$ cat config.mk
export PLATFORM = sky130hd
export DESIGN_NAME = modbus_rtu_input_register_reply_check
export DESIGN_NICKNAME = d
export VERILOG_FILES = /design/src/rtl/mrirc_pkg.sv /design/src/rtl/mrirc_ram.sv /design/src/rtl/modbus_rtu_input_register_reply_check.sv
export VERILOG_INCLUDE_DIRS = /design/src /design/src/rtl
export SDC_FILE = /design/constraint.sdc
export NUM_CORES = 1
export LEC_CHECK = 0
export BUFFER_PORTS_ARGS = -buffer_cell sky130_fd_sc_hd__buf_4
export CORE_MARGIN = 10
export CORE_UTILIZATION = 54
export CTS_CLUSTER_DIAMETER = 60
export DETAILED_ROUTE_END_ITERATION = 16
export PLACE_DENSITY = 0.8
export SYNTH_ARGS = -nofsm -noshare
export SYNTH_HDL_FRONTEND = slang
export SYNTH_HIERARCHICAL = 1
export SYNTH_SLANG_ARGS = --single-unit
$ cat constraint.sdc
create_clock -name clk -period 6.5 [get_ports clk]
set_clock_uncertainty 0.05 [all_clocks]
set_input_delay 0.975 -clock clk [delete_from_list [all_inputs] [get_ports clk]]
set_output_delay 0.975 -clock clk [all_outputs]
set_load 0.01 [all_outputs]
$ cat src/rtl/modbus_rtu_input_register_reply_check_macros.svh
// Assertion macros shared by the RTL of the reply checker.
// Each macro expects signals named clk and rst_n in the scope where it is used.
`ifndef MODBUS_RTU_INPUT_REGISTER_REPLY_CHECK_MACROS_SVH
`define MODBUS_RTU_INPUT_REGISTER_REPLY_CHECK_MACROS_SVH

// The consequent must hold in the same cycle as the antecedent.
`define MRIRC_ASSERT_IMP(lbl, ante, cons, msg) \
  lbl: assert property (@(posedge clk) disable iff (!rst_n) (ante) |-> (cons)) \
    else $error(msg);

// The consequent must hold in the cycle after the antecedent.
`define MRIRC_ASSERT_NXT(lbl, ante, cons, msg) \
  lbl: assert property (@(posedge clk) disable iff (!rst_n) (ante) |=> (cons)) \
    else $error(msg);

`endif

$ cat src/rtl/mrirc_pkg.sv
`timescale 1ns / 1ps
`default_nettype none

package mrirc_pkg;

  // Sequencer states, one-hot.
  typedef enum logic [2:0] {
    ST_IDLE = 3'b001,
    ST_RD   = 3'b010,
    ST_WR   = 3'b100
  } state_t;

  // Reply status codes.
  typedef enum logic [1:0] {
    STS_GOOD    = 2'd0,
    STS_TIMEOUT = 2'd1,
    STS_BAD_LEN = 2'd2,
    STS_BAD_CRC = 2'd3
  } status_t;

  // Configuration register indexes.
  localparam logic REG_DEVICE_ADDRESS = 1'b0;
  localparam logic REG_CHANNEL_COUNT  = 1'b1;

  // Input beat kinds carried on tuser.
  localparam logic ACT_BYTE  = 1'b0;
  localparam logic ACT_CLOSE = 1'b1;

  localparam logic [15:0] CRC_POLY        = 16'hA001;
  localparam logic [15:0] CRC_INIT        = 16'hFFFF;
  localparam logic [7:0]  FUNC_READ_INPUT = 8'h04;
  localparam int          MIN_REPLY_LEN   = 5;
  localparam int          MAX_REPORT      = 4;
  localparam int          OUT_DATA_W      = 120;

  // One byte of the reflected CRC-16, least significant bit first.
  function automatic logic [15:0] crc16_byte(input logic [15:0] crc, input logic [7:0] b);
    logic [15:0] c;
    c = crc ^ {8'h00, b};
    for (int k = 0; k < 8; k++) begin
      c = c[0] ? ((c >> 1) ^ CRC_POLY) : (c >> 1);
    end
    return c;
  endfunction

endpackage

`default_nettype wire

$ cat src/rtl/mrirc_ram.sv
`timescale 1ns / 1ps
`default_nettype none

// Simple dual-port RAM: one write port, one read port with registered data.
module mrirc_ram #(
  parameter int WIDTH = 16,
  parameter int DEPTH = 4
) (
  input  wire                                        clk,
  input  wire                                        wr_en,
  input  wire [((DEPTH > 1) ? $clog2(DEPTH) : 1)-1:0] wr_addr,
  input  wire [WIDTH-1:0]                            wr_data,
  input  wire                                        rd_en,
  input  wire [((DEPTH > 1) ? $clog2(DEPTH) : 1)-1:0] rd_addr,
  output logic [WIDTH-1:0]                           rd_data
);

  logic [WIDTH-1:0] mem [DEPTH];

  always_ff @(posedge clk) begin
    if (wr_en) begin
      mem[wr_addr] <= wr_data;
    end
    if (rd_en) begin
      rd_data <= mem[rd_addr];
    end
  end

endmodule

`default_nettype wire

$ cat src/rtl/modbus_rtu_input_register_reply_check.sv
// Modbus RTU read-input-registers reply checker. Reply bytes enter as input
// beats with in_tuser low; a beat with in_tuser high closes the reply window.
// Byte beats are taken one per clock outside a sweep: the CRC-16 (reflected
// poly 0xA001, init 0xFFFF) is folded in one byte per cycle and data words
// are staged in a small RAM. Only the first RX_LIMIT bytes of a window count.
// On close the header, length and CRC are judged in that cycle, the counters
// and online flag are updated, and a sweep then walks the effective channels
// (channel_count held to 1..MAX_CHANNELS): each channel has a read state for
// the staged and snapshot RAMs and then a write state that writes the snapshot
// back (taking the staged word when a good reply updated it). The first
// min(effective count, 4) channels each produce one output beat, tlast on the
// final one. A close therefore keeps in_tready low until the sweep is done,
// longer while the output is stalled; the snapshot RAM read/write turnaround
// is why each channel needs both states. Snapshot entries read as zero until
// first written (per-entry valid flags), so no clearing pass follows reset.
// Configuration may only be written while the block is idle.
`timescale 1ns / 1ps
`default_nettype none
`include "modbus_rtu_input_register_reply_check_macros.svh"

module modbus_rtu_input_register_reply_check #(
  parameter int MAX_CHANNELS = 4,
  parameter int RX_LIMIT     = 32
) (
  input  wire         clk,
  input  wire         rst_n,
  // Configuration write port.
  input  wire         cfg_we,
  input  wire         cfg_addr,
  input  wire  [7:0]  cfg_data,
  // Input stream.
  input  wire         in_tvalid,
  output logic        in_tready,
  input  wire  [7:0]  in_tdata,   // [7:0] rx_byte
  input  wire         in_tuser,   // [0] action
  // Result stream.
  output logic        out_tvalid,
  input  wire         out_tready,
  // [1:0] status, [2] online, [4:3] channel_index, [20:5] channel_value,
  // [23:21] channels_updated, [55:24] crc_error_count,
  // [87:56] timeout_total, [119:88] frame_count
  output logic [mrirc_pkg::OUT_DATA_W-1:0] out_tdata,
  output logic         out_tlast
);

  // Address width of the per-channel RAMs.
  localparam int AW = (MAX_CHANNELS > 1) ? $clog2(MAX_CHANNELS) : 1;
  // Byte position width: must hold RX_LIMIT itself.
  localparam int PW = $clog2(RX_LIMIT + 1);
  // Width for position arithmetic: covers 5 + 255 and RX_LIMIT.
  localparam int EW = 10;

  // Control state.
  mrirc_pkg::state_t state_r, state_nxt;
  logic [PW-1:0]     bpos_r, bpos_nxt;
  logic              hdr_ok_r, hdr_ok_nxt;
  logic [7:0]        rbc_r, rbc_nxt;
  logic [15:0]       crc_r, crc_nxt;
  logic [15:0]       crc_frm_r, crc_frm_nxt;
  logic [7:0]        hold_r, hold_nxt;
  logic              online_r, online_nxt;
  logic [31:0]       crc_err_cnt_r, crc_err_cnt_nxt;
  logic [31:0]       tmo_cnt_r, tmo_cnt_nxt;
  logic [31:0]       good_cnt_r, good_cnt_nxt;
  logic [1:0]        status_r, status_nxt;
  logic [2:0]        upd_r, upd_nxt;
  logic [2:0]        idx_r, idx_nxt;
  logic [MAX_CHANNELS-1:0] snap_vld_r, snap_vld_nxt;
  logic [7:0]        dev_addr_r, dev_addr_nxt;
  logic [2:0]        chan_cnt_r, chan_cnt_nxt;
  logic              out_vld_r, out_vld_nxt;

  // Output payload.
  logic [mrirc_pkg::OUT_DATA_W-1:0] out_data_r, out_data_nxt;
  logic              out_last_r, out_last_nxt;

  // RAM ports.
  logic              stg_we;
  logic [AW-1:0]     stg_waddr;
  logic [15:0]       stg_wdata;
  logic [15:0]       stg_rdata;
  logic              snap_we;
  logic [15:0]       snap_wdata;
  logic [15:0]       snap_rdata;
  logic              ram_re;
  logic [AW-1:0]     sweep_addr;

  // Derived values.
  logic [2:0]        eff;
  logic [2:0]        report;
  logic              in_acc;
  logic [EW-1:0]     pos;
  logic [EW-1:0]     crc_end;
  logic [EW-1:0]     data_off;
  logic [EW-1:0]     need_len;
  logic [7:0]        half_bc;
  logic              emit;
  logic              can_go;
  logic [15:0]       chan_val;

  assign in_tready  = (state_r == mrirc_pkg::ST_IDLE);
  assign in_acc     = in_tvalid && in_tready;
  assign out_tvalid = out_vld_r;
  assign out_tdata  = out_data_r;
  assign out_tlast  = out_last_r;
  assign sweep_addr = AW'(idx_r);

  // Effective channel count and the number of results per close.
  always_comb begin
    if (chan_cnt_r == 3'd0) begin
      eff = 3'd1;
    end else if (int'(chan_cnt_r) > MAX_CHANNELS) begin
      eff = 3'(MAX_CHANNELS);
    end else begin
      eff = chan_cnt_r;
    end
    report = (int'(eff) > mrirc_pkg::MAX_REPORT) ? 3'(mrirc_pkg::MAX_REPORT) : eff;
  end

  assign pos       = EW'(bpos_r);
  assign crc_end   = (pos < EW'(3)) ? EW'(3) : (EW'(3) + EW'(rbc_r));
  assign data_off  = pos - EW'(3);
  assign need_len  = EW'(5) + EW'(rbc_r);
  assign half_bc   = rbc_r >> 1;
  assign emit      = (idx_r < report);
  assign can_go    = !emit || !out_vld_r || out_tready;
  assign chan_val  = (idx_r < upd_r) ? stg_rdata :
                     (snap_vld_r[sweep_addr] ? snap_rdata : 16'h0000);

  always_comb begin
    state_nxt       = state_r;
    bpos_nxt        = bpos_r;
    hdr_ok_nxt      = hdr_ok_r;
    rbc_nxt         = rbc_r;
    crc_nxt         = crc_r;
    crc_frm_nxt     = crc_frm_r;
    hold_nxt        = hold_r;
    online_nxt      = online_r;
    crc_err_cnt_nxt = crc_err_cnt_r;
    tmo_cnt_nxt     = tmo_cnt_r;
    good_cnt_nxt    = good_cnt_r;
    status_nxt      = status_r;
    upd_nxt         = upd_r;
    idx_nxt         = idx_r;
    snap_vld_nxt    = snap_vld_r;
    dev_addr_nxt    = dev_addr_r;
    chan_cnt_nxt    = chan_cnt_r;
    out_vld_nxt     = out_vld_r;
    out_data_nxt    = out_data_r;
    out_last_nxt    = out_last_r;
    stg_we          = 1'b0;
    stg_waddr       = data_off[AW:1];
    stg_wdata       = {hold_r, in_tdata};
    snap_we         = 1'b0;
    snap_wdata      = chan_val;
    ram_re          = 1'b0;

    if (out_vld_r && out_tready) begin
      out_vld_nxt = 1'b0;
    end

    if (cfg_we) begin
      unique case (cfg_addr)
        mrirc_pkg::REG_DEVICE_ADDRESS: dev_addr_nxt = cfg_data;
        mrirc_pkg::REG_CHANNEL_COUNT:  chan_cnt_nxt = cfg_data[2:0];
        default: ;
      endcase
    end

    unique case (state_r)
      mrirc_pkg::ST_IDLE: begin
        if (in_acc && (in_tuser == mrirc_pkg::ACT_BYTE)) begin
          if (int'(bpos_r) < RX_LIMIT) begin
            // Header bytes.
            if (pos == EW'(0)) begin
              hdr_ok_nxt = (in_tdata == dev_addr_r);
            end else if (pos == EW'(1)) begin
              hdr_ok_nxt = hdr_ok_r && (in_tdata == mrirc_pkg::FUNC_READ_INPUT);
            end else if (pos == EW'(2)) begin
              rbc_nxt = in_tdata;
            end
            // CRC-covered bytes, then the two CRC bytes, low first.
            if (pos < crc_end) begin
              crc_nxt = mrirc_pkg::crc16_byte(crc_r, in_tdata);
              if (pos >= EW'(3)) begin
                if (!data_off[0]) begin
                  hold_nxt = in_tdata;
                end else if (int'(data_off >> 1) < MAX_CHANNELS) begin
                  stg_we = 1'b1;
                end
              end
            end else if (pos == crc_end) begin
              crc_frm_nxt[7:0] = in_tdata;
            end else if (pos == crc_end + EW'(1)) begin
              crc_frm_nxt[15:8] = in_tdata;
            end
            bpos_nxt = bpos_r + PW'(1);
          end
        end else if (in_acc && (in_tuser == mrirc_pkg::ACT_CLOSE)) begin
          upd_nxt = 3'd0;
          if ((int'(bpos_r) < mrirc_pkg::MIN_REPLY_LEN) || !hdr_ok_r) begin
            status_nxt  = mrirc_pkg::STS_TIMEOUT;
            online_nxt  = 1'b0;
            tmo_cnt_nxt = tmo_cnt_r + 32'd1;
          end else if ((rbc_r == 8'd0) || (rbc_r > {4'd0, eff, 1'b0}) ||
                       (need_len > pos)) begin
            status_nxt      = mrirc_pkg::STS_BAD_LEN;
            crc_err_cnt_nxt = crc_err_cnt_r + 32'd1;
          end else if (crc_r != crc_frm_r) begin
            status_nxt      = mrirc_pkg::STS_BAD_CRC;
            crc_err_cnt_nxt = crc_err_cnt_r + 32'd1;
          end else begin
            status_nxt   = mrirc_pkg::STS_GOOD;
            upd_nxt      = (half_bc > {5'd0, eff}) ? eff : half_bc[2:0];
            online_nxt   = 1'b1;
            good_cnt_nxt = good_cnt_r + 32'd1;
          end
          // Reset the per-reply window.
          bpos_nxt    = '0;
          hdr_ok_nxt  = 1'b0;
          rbc_nxt     = 8'd0;
          crc_nxt     = mrirc_pkg::CRC_INIT;
          crc_frm_nxt = 16'h0000;
          hold_nxt    = 8'd0;
          idx_nxt     = 3'd0;
          state_nxt   = mrirc_pkg::ST_RD;
        end
      end

      mrirc_pkg::ST_RD: begin
        ram_re    = 1'b1;
        state_nxt = mrirc_pkg::ST_WR;
      end

      mrirc_pkg::ST_WR: begin
        if (can_go) begin
          snap_we                  = 1'b1;
          snap_vld_nxt[sweep_addr] = 1'b1;
          if (emit) begin
            out_vld_nxt  = 1'b1;
            out_last_nxt = ((idx_r + 3'd1) == report);
            out_data_nxt = {good_cnt_r, tmo_cnt_r, crc_err_cnt_r, upd_r,
                            chan_val, idx_r[1:0], online_r, status_r};
          end
          if ((idx_r + 3'd1) == eff) begin
            state_nxt = mrirc_pkg::ST_IDLE;
          end else begin
            idx_nxt   = idx_r + 3'd1;
            state_nxt = mrirc_pkg::ST_RD;
          end
        end
      end

      default: state_nxt = mrirc_pkg::ST_IDLE;
    endcase
  end

  always_ff @(posedge clk) begin
    if (!rst_n) begin
      state_r       <= mrirc_pkg::ST_IDLE;
      bpos_r        <= '0;
      hdr_ok_r      <= 1'b0;
      rbc_r         <= 8'd0;
      crc_r         <= mrirc_pkg::CRC_INIT;
      crc_frm_r     <= 16'h0000;
      hold_r        <= 8'd0;
      online_r      <= 1'b0;
      crc_err_cnt_r <= 32'd0;
      tmo_cnt_r     <= 32'd0;
      good_cnt_r    <= 32'd0;
      status_r      <= mrirc_pkg::STS_GOOD;
      upd_r         <= 3'd0;
      idx_r         <= 3'd0;
      snap_vld_r    <= '0;
      dev_addr_r    <= 8'd1;
      chan_cnt_r    <= 3'd4;
      out_vld_r     <= 1'b0;
    end else begin
      state_r       <= state_nxt;
      bpos_r        <= bpos_nxt;
      hdr_ok_r      <= hdr_ok_nxt;
      rbc_r         <= rbc_nxt;
      crc_r         <= crc_nxt;
      crc_frm_r     <= crc_frm_nxt;
      hold_r        <= hold_nxt;
      online_r      <= online_nxt;
      crc_err_cnt_r <= crc_err_cnt_nxt;
      tmo_cnt_r     <= tmo_cnt_nxt;
      good_cnt_r    <= good_cnt_nxt;
      status_r      <= status_nxt;
      upd_r         <= upd_nxt;
      idx_r         <= idx_nxt;
      snap_vld_r    <= snap_vld_nxt;
      dev_addr_r    <= dev_addr_nxt;
      chan_cnt_r    <= chan_cnt_nxt;
      out_vld_r     <= out_vld_nxt;
    end
  end

  always_ff @(posedge clk) begin
    out_data_r <= out_data_nxt;
    out_last_r <= out_last_nxt;
  end

  // Staged words of the reply in progress.
  mrirc_ram #(
    .WIDTH (16),
    .DEPTH (MAX_CHANNELS)
  ) u_stage_ram (
    .clk     (clk),
    .wr_en   (stg_we),
    .wr_addr (stg_waddr),
    .wr_data (stg_wdata),
    .rd_en   (ram_re),
    .rd_addr (sweep_addr),
    .rd_data (stg_rdata)
  );

  // Committed channel snapshot.
  mrirc_ram #(
    .WIDTH (16),
    .DEPTH (MAX_CHANNELS)
  ) u_snap_ram (
    .clk     (clk),
    .wr_en   (snap_we),
    .wr_addr (sweep_addr),
    .wr_data (snap_wdata),
    .rd_en   (ram_re),
    .rd_addr (sweep_addr),
    .rd_data (snap_rdata)
  );

  // A failed reply never reports updated channels.
  `MRIRC_ASSERT_IMP(a_upd_only_good,
    out_vld_r && (out_data_r[1:0] != mrirc_pkg::STS_GOOD),
    out_data_r[23:21] == 3'd0, "channels updated on a failed reply")
  // A good reply always leaves the device online.
  `MRIRC_ASSERT_IMP(a_good_online,
    out_vld_r && (out_data_r[1:0] == mrirc_pkg::STS_GOOD),
    out_data_r[2], "good reply reported offline")
  // The sweep never runs past the effective channel count.
  `MRIRC_ASSERT_IMP(a_sweep_range, state_r != mrirc_pkg::ST_IDLE,
    (idx_r < eff) && (upd_r <= eff), "sweep index beyond channel count")
  // A close leaves an empty reply window behind.
  `MRIRC_ASSERT_NXT(a_close_clears, in_acc && (in_tuser == mrirc_pkg::ACT_CLOSE),
    (bpos_r == '0) && (crc_r == mrirc_pkg::CRC_INIT), "reply window not cleared on close")

endmodule

`default_nettype wire
* Yosys cells after proc, flatten, opt, wreduce, memory -nomap -nowiden
Memories as Yosys holds them, arrays and structs flattened. A register that Yosys moved wholly into a read port is not among the register bits. Index checks and enable logic that the tools add are counted.
Storage, ports and cells: register bits after elaboration 300, memory bits (writable) 128, output and inout port bits 123, logic and storage cells 219, memories 2
Operators by class: $add $sub $neg 9, $lt $le $gt $ge 15, eq/ne operators 30, mux-type cells 88, bitwise logic cells 16, reductions and logical operators 38
Memory list:
- u_snap_ram.mem | depth 4, width 16, rd ports 1, clocked after Yosys merged registers in 1, write ports 1, line mrirc_ram.sv:18 | logic [WIDTH-1:0] mem [DEPTH];
- u_stage_ram.mem | depth 4, width 16, rd ports 1, clocked after Yosys merged registers in 1, write ports 1, line mrirc_ram.sv:18
Operators by type and width (count):
- $mux 16 | 18
- $mux 8 | 14
- $add 32x1->32 const B | 3
- $mux 32 | 2
- $mux 3 | 14
- $mux 1 | 28
- $not 2->3 | 8
- $reduce_and 6->1 | 4
- $ne 2x2->1 const B | 10
- $reduce_and 5->1 | 4
- $mux 6 | 3
- $ne 16x16->1 | 1
- $xor 16x8->16 | 1
- $ne 2x1->1 const B | 7
- $reduce_and 3->1 | 4
- $reduce_and 4->1 | 3
- $add 9x1->10 const B | 1
- $eq 6x10->1 | 1
- $logic_not 10->1 | 1
- $add 2x8->9 const A | 1
- $add 3x8->9 const A | 1
- $eq 6x9->1 | 1
- $gt 9x6->1 | 1
- $lt 6x9->1 | 1
- other kinds (38) | 64

* Longest topological paths before layout
word-level depth 20, gate-level depth with buffers 17

* By module
Netlist, hierarchy kept.
Modules (own cells, without submodules):
- modbus_rtu_input_register_reply_check | instances 1, cells each 1274, area each 13118.8 um^2, sequential area each 7216.9 um^2
- mrirc_ram | instances 2, cells each 104, area each 2857.7 um^2, sequential area each 2402.3 um^2

* Worst setup path after synthesis
Ideal clock, no wire load.
kind register to register, start register chan_cnt_r[2], end register out_data_r (netlist bit out_tdata[0]), enable pin, library setup time 0.603 ns, arrival time 6.264 ns, data required time 5.847 ns, setup slack -0.417 ns, cell stages (with the launch flop) 8, buffers on the path 0, clock period less this slack 6.917 ns, path through dfxtp_1 inv_1 nand2_1 ha_1 a21o_1 a21oi_1 nand2_1 nor2_1
Between the ends: longest elaborated chain between the ends 10, elaborated cells between the ends (all ways) 11
RTL lines:
- from (decl) | line modbus_rtu_input_register_reply_check.sv:70 | logic [2:0] chan_cnt_r, chan_cnt_nxt;
- from (signal assigned) | line modbus_rtu_input_register_reply_check.sv:295 | chan_cnt_r <= chan_cnt_nxt;
- $gt 3x3->1 | line modbus_rtu_input_register_reply_check.sv:112 | end else if (int'(chan_cnt_r) > MAX_CHANNELS) begin
- $mux 3 | line modbus_rtu_input_register_reply_check.sv:112
- $mux 3 * | line modbus_rtu_input_register_reply_check.sv:110 | if (chan_cnt_r == 3'd0) begin
- $gt 3x3->1 | line modbus_rtu_input_register_reply_check.sv:117 | report = (int'(eff) > mrirc_pkg::MAX_REPORT) ? 3'(mrirc_pkg::MAX_REPORT) : eff;
- $mux 3 * | line modbus_rtu_input_register_reply_check.sv:117
- $lt 3x3->1 * | line modbus_rtu_input_register_reply_check.sv:125 | assign emit = (idx_r < report);
- $logic_not 1->1 | line modbus_rtu_input_register_reply_check.sv:126 | assign can_go = !emit || !out_vld_r || out_tready;
- $logic_or 1x1->1 (2 in series) | line modbus_rtu_input_register_reply_check.sv:126
- $reduce_and 3->1 (no line) *
- to (signal assigned) | line modbus_rtu_input_register_reply_check.sv:301 | out_data_r <= out_data_nxt;
- to (decl) | line modbus_rtu_input_register_reply_check.sv:74 | logic [mrirc_pkg::OUT_DATA_W-1:0] out_data_r, out_data_nxt;
Mark *: on every way between the ends. The rest lies on a longest branch, timed or not. A chain may end at the register's enable or synchronous reset.

* Worst setup path in the final report
start register rbc_r[0], end register hold_r[2]
Between the ends: longest elaborated chain between the ends 5
RTL lines:
- from (decl) | line modbus_rtu_input_register_reply_check.sv:57 | logic [7:0] rbc_r, rbc_nxt;
- from (signal assigned) | line modbus_rtu_input_register_reply_check.sv:282 | rbc_r <= rbc_nxt;
- $add 2x8->9 | line modbus_rtu_input_register_reply_check.sv:121 | assign crc_end = (pos < EW'(3)) ? EW'(3) : (EW'(3) + EW'(rbc_r));
- $mux 9 | line modbus_rtu_input_register_reply_check.sv:121
- $lt 6x9->1 | line modbus_rtu_input_register_reply_check.sv:183 | if (pos < crc_end) begin
- $ne 2x1->1 (no line)
- $reduce_and 6->1 (no line)
- to (signal assigned) | line modbus_rtu_input_register_reply_check.sv:285 | hold_r <= hold_nxt;
- to (decl) | line modbus_rtu_input_register_reply_check.sv:60 | logic [7:0] hold_r, hold_nxt;
No other way between the ends.

==> reports/metrics.cfg <==
[synth]
syn_inst=1482
avgSynthCellArea_um2=12.7
synth_edf_count=281
ys_seq_elements=460
yosys.area.top_type=edfxtp_1
synth_cell_types=76
yosysSeqAreaShare_pct=63.8
yosysTopAreaCellShare_pct=44.8
synth_nets=1540
syn_area_um2=18800
yosys-top-cells-area=edfxtp_1 (45%), dfxtp_1 (19%), xnor2_1 (3.5%)
yosys_warnings=6
yosysMostFrequentCell=edfxtp_1
async_reset_ff_share_pct=0
synth_common_cells=edfxtp_1 (281), dfxtp_1 (179), nand2_1 (133), nor2_1 (130), o21ai_0 (76)
ys.flop_type=edfxtp_1

[grt]
grt_pass1_wl_mm=63.9
grt-ovfl-total=0
grt_max_degree=94
first_global_vias=11800
antenna_found_initial=0
track_usage_pct=18.6

[critical_path]
path_delay_family=compound AO/OA/AOI/OAI gates
crit_type=reg -> reg
cpMaxStageDelayCell=a41o_1
path_max_fanout=33
slowest_delay_ns=0.58
arrival_ns=5.05
path_buf_inv=1
cp.required_ns=6.85
path_cells=inv_1 > ha_1 > nand3b_1 > xor2_1 > or2_2 > ha_1 > o2111ai_1 > a31oi_1 > nand2_1 > o221a_1 > or3_4 > a41o_1 > o21ai_2 > mux2i_1 > nor2_1
crit_top_cell=ha_1
startpoint_type=flop
critPathCaptureType=flop

[clocking]
cts_buffers=45
numClockSinks=460
max-clock-path-buffers=3
h-tree-depth=2
postCtsSetupBuffers=0
clkLatencyLatePin_ns=0.56
ctsHoldBuffers=0
ctsResizeCount=0
cts_root_buffer=clkbuf_16
path_clk_slew_ns=0.06
cts_tree=built

[hold_path]
hold_path_class=reg -> reg

[die]
rows=68
die_area_um2=42700
die_y_um=207
die_w_um=207
io_pins=146
coreArea_um2=34500
start_util_pct=54.7

[cells_and_area]
num-fill-cells=2554
area_delta_synth_final_pct=15.4
drive_gt1_share_pct=16.6
n_antenna_cell=0
multiInputGateArea_um2=6430
regArea_um2=12000
nNetsFinal=1687

[timing]
clock.fmax_mhz=213
setup_tns_ns=0
max_slew.worst_pin.slew_ns=1.18
relSlewSlack_pct=21.1
timing.final.ws_setup_ns=1.80
min_period_over_period_pct=72.3
hold_violations=0
rsz0062_at_grt=false
period_needed_ns=4.70
setup_viol=0
slew_violations=0

[status]
status=finished clean

[pwr]
p_leak_uw=0.00757
p_per_area_nw_per_um2=288
power_uw=6270
peakVddDrop_v=0.000296

[drt]
postRouteAntennaNets=0
routed_via_density=5.64
vias=12000
wl_per_cell_um=19.0
first_pass_iters=5
drc=0
drt_wl_total_mm=40.4
drt_iter0_drc=846

[flow_run]
cap_violations=0

[placement]
port_buffers=145
dp_slack_ns=1.88
place.gp.congestion=0.909
hpwlAfterDp_mm=27.1

==> routing by layer <==
metal	wire, um	share of wire (%)	track usage [%]	vias to the layer above
li1	-	-	-	5721
met1	17100	42	24.1	5834
met2	19800	49	30.9	332
met3	2570	6.4	3.79	71
met4	986	2.4	6.21	0
met5	0	0	0	-
==> cell families (layout without fill, tap and decap cells) <==
group | count (synthesis) | count (layout) | share of synthesized area [%]
AND/OR/NAND/NOR | 503 | 503 | 13.4
multiplexers | 53 | 53 | 5.32
adder cells (fa/ha/maj) | 35 | 35 | 2.33
flip-flops | 460 | 460 | 63.8
buffers and inverters | 91 | 275 | 2.19
XOR/XNOR | 133 | 133 | 6.22
AO/OA/AOI/OAI | 207 | 207 | 6.72
==> registers in the layout, indices dropped and copies added (netlist names), 6 cells and up <==
register,cells
u_snap_ram/mem,64
good_cnt_r,32
rbc_r,8
crc_err_cnt_r,32
u_stage_ram/rd_data,16
out_tdata,120
dev_addr_r,8
hold_r,8
u_snap_ram/rd_data,16
crc_frm_r,16
tmo_cnt_r,32
crc_r,16
u_stage_ram/mem,64
bpos_r,6
==> path summary, 6_finish.rpt <==
kind	startpoint	end	slack, ns	cells after the start
hold / removal	status_r[1]	out_tdata[1]	0.39	0
setup / recovery	rbc_r[0]	hold_r[2]	1.80	15
hold reg to reg	status_r[1]	out_tdata[1]	0.39	0
setup reg to reg	rbc_r[0]	hold_r[2]	1.80	15
==> stage by stage <==
step / instances / hold slack, ns / cell area [um^2] / utilization (%)
floorplan: 1482 / 0.358 / 18800 / -
global placement: 2037 / 0.364 / 20300 / 59.0
detailed placement: 2037 / 0.376 / 20300 / 59.0
CTS: 2121 / 0.392 / 21700 / 63.1
global route: 2121 / 0.400 / 21700 / 63.1
finish: 2121 / 0.386 / 21700 / 63.1
==> placed cells by master, fill, tap and decap left out, drive strengths merged, types with 18 or more instances in the layout <==
| cell type | Yosys | layout |
|---|---|---|
| xnor2 | 76 | 76 |
| edfxtp | 281 | 281 |
| inv | 37 | 40 |
| clkbuf | 32 | 52 |
| mux4 | 33 | 33 |
| xor2 | 57 | 57 |
| nand4 | 26 | 26 |
| or3 | 31 | 31 |
| dfxtp | 179 | 179 |
| and2 | 24 | 24 |
| nor2 | 131 | 131 |
| clkinv | 0 | 24 |
| mux2i | 19 | 19 |
| o21ai | 79 | 79 |
| nand2 | 133 | 133 |
| ha | 35 | 35 |
| buf | 22 | 154 |
| nor3 | 24 | 24 |
| a21oi | 68 | 68 |
| nor4 | 18 | 18 |
| nand3 | 56 | 56 |
==> layout make-up <==
class / instances / share of cell area (%)
Clock inverter: 32 / 1.08
Tap cell: 455 / 2.62
Timing Repair Buffer: 154 / 5.38
Sequential cell: 460 / 55.3
Multi-Input combinational cell: 931 / 29.6
Clock buffer: 52 / 5.39
Inverter: 37 / 0.650
==> power breakdown <==
group	leakage (uW)	switching [uW]	internal [uW]
Combinational	0.00274	362	199
Sequential	0.00414	53.7	3190
Clock	0.000693	1080	1380
Total	0.00757	1490	4770
No activity file was read; power rests on OpenSTA's default activity.
